<file path="config.mk">
export PLATFORM = sky130hd
export DESIGN_NAME = timed_reminder_queue
export DESIGN_NICKNAME = d
export VERILOG_FILES = /design/src/design/trq_pkg.sv /design/src/design/trq_cell.sv /design/src/design/timed_reminder_queue.sv
export SDC_FILE = /design/constraint.sdc
export NUM_CORES = 2
export LEC_CHECK = 0
export ABC_CLOCK_PERIOD_IN_PS = 11200
export BUFFER_PORTS_ARGS = -buffer_cell sky130_fd_sc_hd__buf_2
export CORE_MARGIN = 5
export CORE_UTILIZATION = 45
export CTS_CLUSTER_DIAMETER = 60
export CTS_CLUSTER_SIZE = 28
export DETAILED_ROUTE_END_ITERATION = 8
export PLACE_DENSITY_LB_ADDON = 0.25
export SYNTH_ARGS = -nofsm -noshare
export SYNTH_HDL_FRONTEND = slang
export SYNTH_SLANG_ARGS = --single-unit
export TNS_END_PERCENT = 20
</file>
<file path="constraint.sdc">
create_clock -name clk -period 11.2 [get_ports clk]
set_input_delay 1.12 -clock clk [delete_from_list [all_inputs] [get_ports clk]]
set_output_delay 1.12 -clock clk [all_outputs]
set_load 0.1 [all_outputs]
</file>
<file path="src/design/trq_pkg.sv">
// shared types, codes and helpers for the timed reminder queue
package trq_pkg;

    // packed due time {year, month, day, hours, minutes} and tag widths
    localparam int TIME_W = 32;
    localparam int TAG_W  = 8;

    // default number of queue cells
    localparam int DEFAULT_DEPTH = 16;

    // request function codes
    localparam logic FUNC_TICK   = 1'b0;
    localparam logic FUNC_INSERT = 1'b1;

    // result status codes
    typedef enum logic [2:0] {
        ST_NONE     = 3'd0,
        ST_ACCEPTED = 3'd1,
        ST_REJ_PAST = 3'd2,
        ST_REJ_FULL = 3'd3,
        ST_EXPIRED  = 3'd4
    } status_t;

    // per-cycle command broadcast to every cell
    typedef struct packed {
        logic ins;
        logic pop;
    } trq_ctl_t;

    // pack calendar fields so a plain unsigned compare orders them
    function automatic logic [TIME_W-1:0] pack_time(
        input logic [11:0] year,
        input logic [3:0]  month,
        input logic [4:0]  day,
        input logic [4:0]  hours,
        input logic [5:0]  minutes
    );
        pack_time = {year, month, day, hours, minutes};
    endfunction

endpackage

</file>
<file path="src/design/trq_cell.sv">
// one queue cell: holds an entry and trades it with its neighbors
module trq_cell (
    input  logic                        clk,
    input  trq_pkg::trq_ctl_t           ctl,
    input  logic                        occupied,
    input  logic [trq_pkg::TIME_W-1:0]  new_time,
    input  logic [trq_pkg::TAG_W-1:0]   new_tag,
    input  logic                        left_ge,
    input  logic [trq_pkg::TIME_W-1:0]  left_time,
    input  logic [trq_pkg::TAG_W-1:0]   left_tag,
    input  logic [trq_pkg::TIME_W-1:0]  right_time,
    input  logic [trq_pkg::TAG_W-1:0]   right_tag,
    output logic                        ge,
    output logic [trq_pkg::TIME_W-1:0]  cell_time,
    output logic [trq_pkg::TAG_W-1:0]   cell_tag
);
    import trq_pkg::*;

    logic [TIME_W-1:0] time_reg;
    logic [TIME_W-1:0] time_next;
    logic [TAG_W-1:0]  tag_reg;
    logic [TAG_W-1:0]  tag_next;

    // new entry belongs here or further left: empty cell or entry not earlier
    assign ge = !occupied || (time_reg >= new_time);

    // insert shifts right from the insert point, pop shifts everything left
    always_comb
    begin
        time_next = time_reg;
        tag_next  = tag_reg;
        if (ctl.ins)
        begin
            if (left_ge)
            begin
                time_next = left_time;
                tag_next  = left_tag;
            end
            else if (ge)
            begin
                time_next = new_time;
                tag_next  = new_tag;
            end
        end
        else if (ctl.pop)
        begin
            time_next = right_time;
            tag_next  = right_tag;
        end
    end

    // entry storage
    always_ff @(posedge clk)
    begin
        time_reg <= time_next;
        tag_reg  <= tag_next;
    end

    assign cell_time = time_reg;
    assign cell_tag  = tag_reg;

endmodule

</file>
<file path="src/design/timed_reminder_queue.sv">
// top level of the timed reminder queue: request control, cell row, results
//
// A request is taken at a rising edge with start high and busy low. func selects
// a tick (compare now_* against the head, pop it when the current time is
// strictly later) or an insert (new_* with new_tag, placed in due-time order
// ahead of entries with equal time, when it lies strictly after now_* and the
// queue has room). Seconds do not exist; times compare year, month, day, hour,
// minute as plain numbers.
// Latency: the request is registered at the accepting edge, the cell row and
// count update at the end of the following cycle (busy high), and the result
// is shown on status, tag and entry_count for exactly one cycle with done high.
// A new request is not taken until the previous one has passed the request
// register and the cell row update (busy high meanwhile); every cell compares
// its entry against the request in parallel and trades entries with neighbors.
// Each request gives exactly one result; the receiver cannot stall and must
// take it in the done cycle.
// Reset clears the entry count, busy and done; cell contents are never read
// above the count and need no reset.
module timed_reminder_queue #(
    parameter int QUEUE_DEPTH = trq_pkg::DEFAULT_DEPTH
) (
    input  logic                               clk,
    input  logic                               rst_n,
    input  logic                               start,
    output logic                               busy,
    input  logic                               func,
    input  logic [11:0]                        now_year,
    input  logic [3:0]                         now_month,
    input  logic [4:0]                         now_day,
    input  logic [4:0]                         now_hours,
    input  logic [5:0]                         now_minutes,
    input  logic [11:0]                        new_year,
    input  logic [3:0]                         new_month,
    input  logic [4:0]                         new_day,
    input  logic [4:0]                         new_hours,
    input  logic [5:0]                         new_minutes,
    input  logic [trq_pkg::TAG_W-1:0]          new_tag,
    output logic                               done,
    output logic [2:0]                         status,
    output logic [trq_pkg::TAG_W-1:0]          tag,
    output logic [$clog2(QUEUE_DEPTH+1)-1:0]   entry_count
);
    import trq_pkg::*;

    localparam int CNT_W = $clog2(QUEUE_DEPTH + 1);

    logic              busy_reg;
    logic              done_reg;
    logic              func_reg;
    logic [TIME_W-1:0] now_reg;
    logic [TIME_W-1:0] due_reg;
    logic [TAG_W-1:0]  ntag_reg;
    logic [CNT_W-1:0]  count_reg;
    logic [CNT_W-1:0]  count_next;
    status_t           status_reg;
    status_t           status_next;
    logic [TAG_W-1:0]  tag_reg;
    logic [TAG_W-1:0]  tag_next;
    trq_ctl_t          ctl;
    logic              accept;
    logic              due_after;
    logic              full;
    logic              head_due;

    logic              cell_ge   [QUEUE_DEPTH];
    logic [TIME_W-1:0] cell_time [QUEUE_DEPTH];
    logic [TAG_W-1:0]  cell_tag  [QUEUE_DEPTH];

    assign accept = start && !busy_reg;

    // request capture
    always_ff @(posedge clk)
    begin
        if (accept)
        begin
            func_reg <= func;
            now_reg  <= pack_time(now_year, now_month, now_day, now_hours, now_minutes);
            due_reg  <= pack_time(new_year, new_month, new_day, new_hours, new_minutes);
            ntag_reg <= new_tag;
        end
    end

    // decisions against the head and the count
    assign due_after = due_reg > now_reg;
    assign full      = count_reg == CNT_W'(QUEUE_DEPTH);
    assign head_due  = (count_reg != '0) && (now_reg > cell_time[0]);

    // command and result for the request in flight
    always_comb
    begin
        ctl         = '0;
        status_next = ST_NONE;
        tag_next    = '0;
        count_next  = count_reg;
        case (func_reg)
            FUNC_INSERT:
            begin
                if (!due_after)
                begin
                    status_next = ST_REJ_PAST;
                end
                else if (full)
                begin
                    status_next = ST_REJ_FULL;
                end
                else
                begin
                    ctl.ins     = busy_reg;
                    status_next = ST_ACCEPTED;
                    count_next  = count_reg + 1'b1;
                end
            end
            default:
            begin
                if (head_due)
                begin
                    ctl.pop     = busy_reg;
                    status_next = ST_EXPIRED;
                    tag_next    = cell_tag[0];
                    count_next  = count_reg - 1'b1;
                end
            end
        endcase
    end

    // control state
    always_ff @(posedge clk or negedge rst_n)
    begin
        if (!rst_n)
        begin
            busy_reg  <= 1'b0;
            done_reg  <= 1'b0;
            count_reg <= '0;
        end
        else
        begin
            busy_reg <= accept;
            done_reg <= busy_reg;
            if (busy_reg)
            begin
                count_reg <= count_next;
            end
        end
    end

    // result payload
    always_ff @(posedge clk)
    begin
        if (busy_reg)
        begin
            status_reg <= status_next;
            tag_reg    <= tag_next;
        end
    end

    // row of cells, head at index zero
    for (genvar i = 0; i < QUEUE_DEPTH; i++)
    begin : g_cell
        logic              left_ge;
        logic [TIME_W-1:0] left_time;
        logic [TAG_W-1:0]  left_tag;
        logic [TIME_W-1:0] right_time;
        logic [TAG_W-1:0]  right_tag;
        logic              occupied;

        assign occupied = CNT_W'(i) < count_reg;

        if (i == 0)
        begin : g_head
            assign left_ge   = 1'b0;
            assign left_time = '0;
            assign left_tag  = '0;
        end
        else
        begin : g_mid
            assign left_ge   = cell_ge[i-1];
            assign left_time = cell_time[i-1];
            assign left_tag  = cell_tag[i-1];
        end

        if (i == QUEUE_DEPTH - 1)
        begin : g_tail
            assign right_time = cell_time[i];
            assign right_tag  = cell_tag[i];
        end
        else
        begin : g_body
            assign right_time = cell_time[i+1];
            assign right_tag  = cell_tag[i+1];
        end

        trq_cell u_cell (
            .clk        (clk),
            .ctl        (ctl),
            .occupied   (occupied),
            .new_time   (due_reg),
            .new_tag    (ntag_reg),
            .left_ge    (left_ge),
            .left_time  (left_time),
            .left_tag   (left_tag),
            .right_time (right_time),
            .right_tag  (right_tag),
            .ge         (cell_ge[i]),
            .cell_time  (cell_time[i]),
            .cell_tag   (cell_tag[i])
        );
    end

    assign busy        = busy_reg;
    assign done        = done_reg;
    assign status      = status_reg;
    assign tag         = tag_reg;
    assign entry_count = count_reg;

    // count stays within the row
    a_count_bound: assert property (@(posedge clk) disable iff (!rst_n)
        count_reg <= CNT_W'(QUEUE_DEPTH))
        else $error("entry count beyond queue depth");

    // every accepted request is followed by a result strobe
    a_done_follows: assert property (@(posedge clk) disable iff (!rst_n)
        accept |=> ##1 done_reg)
        else $error("missing result strobe");

    // accepted insert grows the count by one
    a_ins_count: assert property (@(posedge clk) disable iff (!rst_n)
        $past(rst_n) && done_reg && status_reg == ST_ACCEPTED
            |-> count_reg == $past(count_reg) + 1'b1)
        else $error("insert did not grow count");

    // expiry shrinks the count by one
    a_pop_count: assert property (@(posedge clk) disable iff (!rst_n)
        $past(rst_n) && done_reg && status_reg == ST_EXPIRED
            |-> count_reg == $past(count_reg) - 1'b1)
        else $error("expiry did not shrink count");

    // tag carries a value only on expiry
    a_tag_zero: assert property (@(posedge clk) disable iff (!rst_n)
        done_reg && status_reg != ST_EXPIRED |-> tag_reg == '0)
        else $error("tag set without expiry");

endmodule

</file>
==> impl_metrics.tcl <==
set metrics [dict create \
    worst-setup-path-type "flop to flop" \
    cp-start-kind "flop" \
    rsz0062_at_grt "no" \
    synthSimpleGateAreaFrac 0.116 \
    dr.pass1.iters 6 \
    grt_pass1_wl_um 269000 \
    p_sw_frac 0.398 \
    grt_overflow 0 \
    hold_viol 0 \
    cts_setup_buffers 0 \
    p_sw_mw 3.80 \
    dpl.hpwl_um 127000 \
    comb_power_share 0.314 \
    start_util 0.451 \
    end_kind "flop" \
    wl_per_cell_um 31.3 \
    power_mw 9.54 \
    synth.distinct_cells 76 \
    pwr-share-seq 0.377 \
    dieHeight_um 337 \
    max_cap_viol_count 0 \
    worstPathRequired_ns 11.51 \
    synth-xor-area-share 0.000910 \
    synth_mux_area_frac 0.0512 \
    setup_tns_ns 0 \
    fmax_ghz 0.159 \
    die_width_um 337 \
    worst_pin_slew_ns 1.30 \
    syn_area_per_cell_um2 10.5 \
    synthCells 4600 \
    ys_async_sr_fraction 0.00958 \
    ys_ff_latch 731 \
    syn-num-nets 5255 \
    rows 120 \
    ios 94 \
    hold_buffers 0 \
    clk_pin_slew_ns 0.09 \
    p_clk_frac 0.310 \
    finalCoreUtilization 0.497 \
    ys_top_cells_by_area "edfxtp_1 (45%), ha_1 (15%), o211ai_1 (6.4%)" \
    cts_buffer_depth 3 \
    synthFlopType "edfxtp_1" \
    root_buffer "clkbuf_16" \
    hp-class "primary input to asynchronous set/reset pin" \
    cts.sinks 731 \
    yosysTopAreaCell "edfxtp_1" \
    numCtsBuffers 82 \
    routed_wl_um 188000 \
    nets 5201 \
    post_cts_resized 0 \
    area_growth_pct 10.1 \
    slew_headroom 0.127 \
    first_global_vias 38400 \
    core_area_um2 107000 \
    ir_drop_mv 0.140 \
    io_buffers 93 \
    drive_above_1_share 0.0922 \
    largest_register_ffs 512 \
    netlist.area_leader.share 0.452 \
    finalSetupViolCount 0 \
    synth-compound-area-share 0.186 \
    drt_iter0_markers 5749 \
    min_period_ns 6.31 \
    clock_skew_ns 0.0549 \
    yosysSeqAreaShare 0.456 \
    status "complete, no violations" \
    powerDensity_nw_per_um2 180 \
    finalCritPeriodShare 0.563 \
    yosys_warnings 0 \
    htreeDepth 3 \
    gp_congestion 0.990 \
    drc 0 \
    cts_tree "built" \
    internal-power_mw 5.74 \
    cp_max_fo 99 \
    grt_max_degree 179 \
    grt_antenna_before_repair 6 \
    power_leakage_nw 21.3 \
    drv_slew 0 \
    route.vias.total 40400 \
    clk_latency_ns 0.70 \
    via_per_inst 6.71 \
    grt.total_usage 0.323 \
    syn_area_um2 48100 \
    arrival_ns 6.62 \
    synthAdderAreaFrac 0.151 \
    synth_top_family_by_area "compound AO/OA/AOI/OAI gates" \
    synth_edf_count 724 \
    dieArea_um2 114000 \
    postRouteAntennaNets 0 \
]
==> Yosys cell counts, types with 109 or more instances <==
| library cell | n |
|---|---|
| mux2i_1 | 202 |
| o21ai_0 | 201 |
| o211ai_1 | 407 |
| a21oi_1 | 324 |
| buf_2 | 109 |
| nor2_1 | 339 |
| edfxtp_1 | 724 |
| nand2_1 | 480 |
| clkbuf_1 | 193 |
| ha_1 | 579 |
| inv_1 | 136 |
| nand3_1 | 160 |
==> through the flow <==
step | instances | cell area, um2 | hold WS [ns] | setup slack [ns]
6_report | 6016 | 53000 | 0.296 | 4.89
5_1_grt | 6014 | 53000 | 0.268 | 4.75
4_1_cts | 6014 | 53000 | 0.249 | 5.05
3_5_place_dp | 5865 | 50100 | 0.539 | 5.04
3_3_place_gp | 5865 | 50100 | 0.520 | 5.17
2_1_floorplan | 4600 | 48100 | 0.514 | 5.94
==> critical path: stages, from the launching register on <==
cell       delay [ns]
edfxtp_1         0.69
ha_1             0.35
nor2b_1          0.14
o211ai_1         0.38
a2111oi_1        0.31
buf_4            0.22
o31ai_1          0.44
and2_4           0.64
buf_4            0.92
nor3_1           0.34
a21oi_4          0.82
buf_4            0.64
==> area by class of cell <==
class                   instances  area (um2)
fillers                      9698       53600
multi-input cells            3408       24700
flip-flops and latches        731       21900
clock buffers                  87        2090
well taps                    1403        1760
repair buffers                187        1200
clock inverters                62         821
inverters                     136         510
diodes                          2        5.00
==> layout by cell type (no fill, tap or decap), types with 10 or more instances in the layout <==
| master | n |
|---|---|
| ha_1 | 579 |
| clkinv_8 | 19 |
| edfxtp_1 | 724 |
| a21oi_4 | 13 |
| nor3_1 | 22 |
| o221ai_1 | 11 |
| nand4_1 | 86 |
| buf_4 | 92 |
| nor2b_1 | 21 |
| nand2b_1 | 16 |
| or3_1 | 50 |
| and2_1 | 10 |
| mux2_2 | 39 |
| a221o_1 | 48 |
| nor4_1 | 11 |
| a21o_1 | 93 |
| inv_6 | 10 |
| nand2_1 | 479 |
| and4_1 | 11 |
| nor2_1 | 337 |
| o21ai_0 | 201 |
| inv_1 | 136 |
| mux2i_1 | 202 |
| buf_2 | 93 |
| clkbuf_16 | 83 |
| a211oi_1 | 29 |
| a31oi_1 | 90 |
| nand3_1 | 158 |
| a21oi_1 | 312 |
| o211ai_1 | 407 |
| o211a_1 | 38 |
| inv_8 | 12 |
==> cells by family (layout without fill, tap and decap cells) <==
| logic type | count (synthesis) | in the layout |
|---|---|---|
| and+or+nand+nor | 1244 | 1244 |
| muxes | 241 | 241 |
| AOI/OAI and AO/OA | 1339 | 1339 |
| adders and majority gates | 579 | 579 |
| buffers and inverters | 461 | 472 |
| DFF | 731 | 731 |
| other | 0 | 2 |
| xor gates and xnor gates | 5 | 5 |
==> final timing paths <==
check,endpoint,depth (start not counted),startpoint,slack (ns)
max in group asynchronous,entry_count[0],1,rst_n,10.67
max,g_cell[8].u_cell.cell_tag[1],11,due_reg[1],4.89
min,busy,1,rst_n,0.30
max reg2reg,g_cell[8].u_cell.cell_tag[1],11,due_reg[1],4.89
min reg2reg,g_cell[14].u_cell.cell_tag[5],2,g_cell[15].u_cell.cell_tag[5],0.55
min in group clk,g_cell[14].u_cell.cell_tag[5],2,g_cell[15].u_cell.cell_tag[5],0.55
==> power groups by stage <==
stage	Sequential (mW)	Clock [mW]	Combinational (mW)
after floorplan	3.60	0	1.71
after global placement	3.64	0	2.85
after detailed placement	3.64	0	2.89
after CTS	3.58	2.97	2.90
after global routing	3.61	3.09	3.10
final	3.59	2.95	2.99
==> per-layer routing <==
metal	vias up	track usage	routed length, um
li1	17600	-	-
met1	19600	0.434	73800
met2	2595	0.488	80600
met3	542	0.0769	22100
met4	2	0.167	11900
met5	-	0	18
Note: power is estimated with default switching activity, not from simulation.
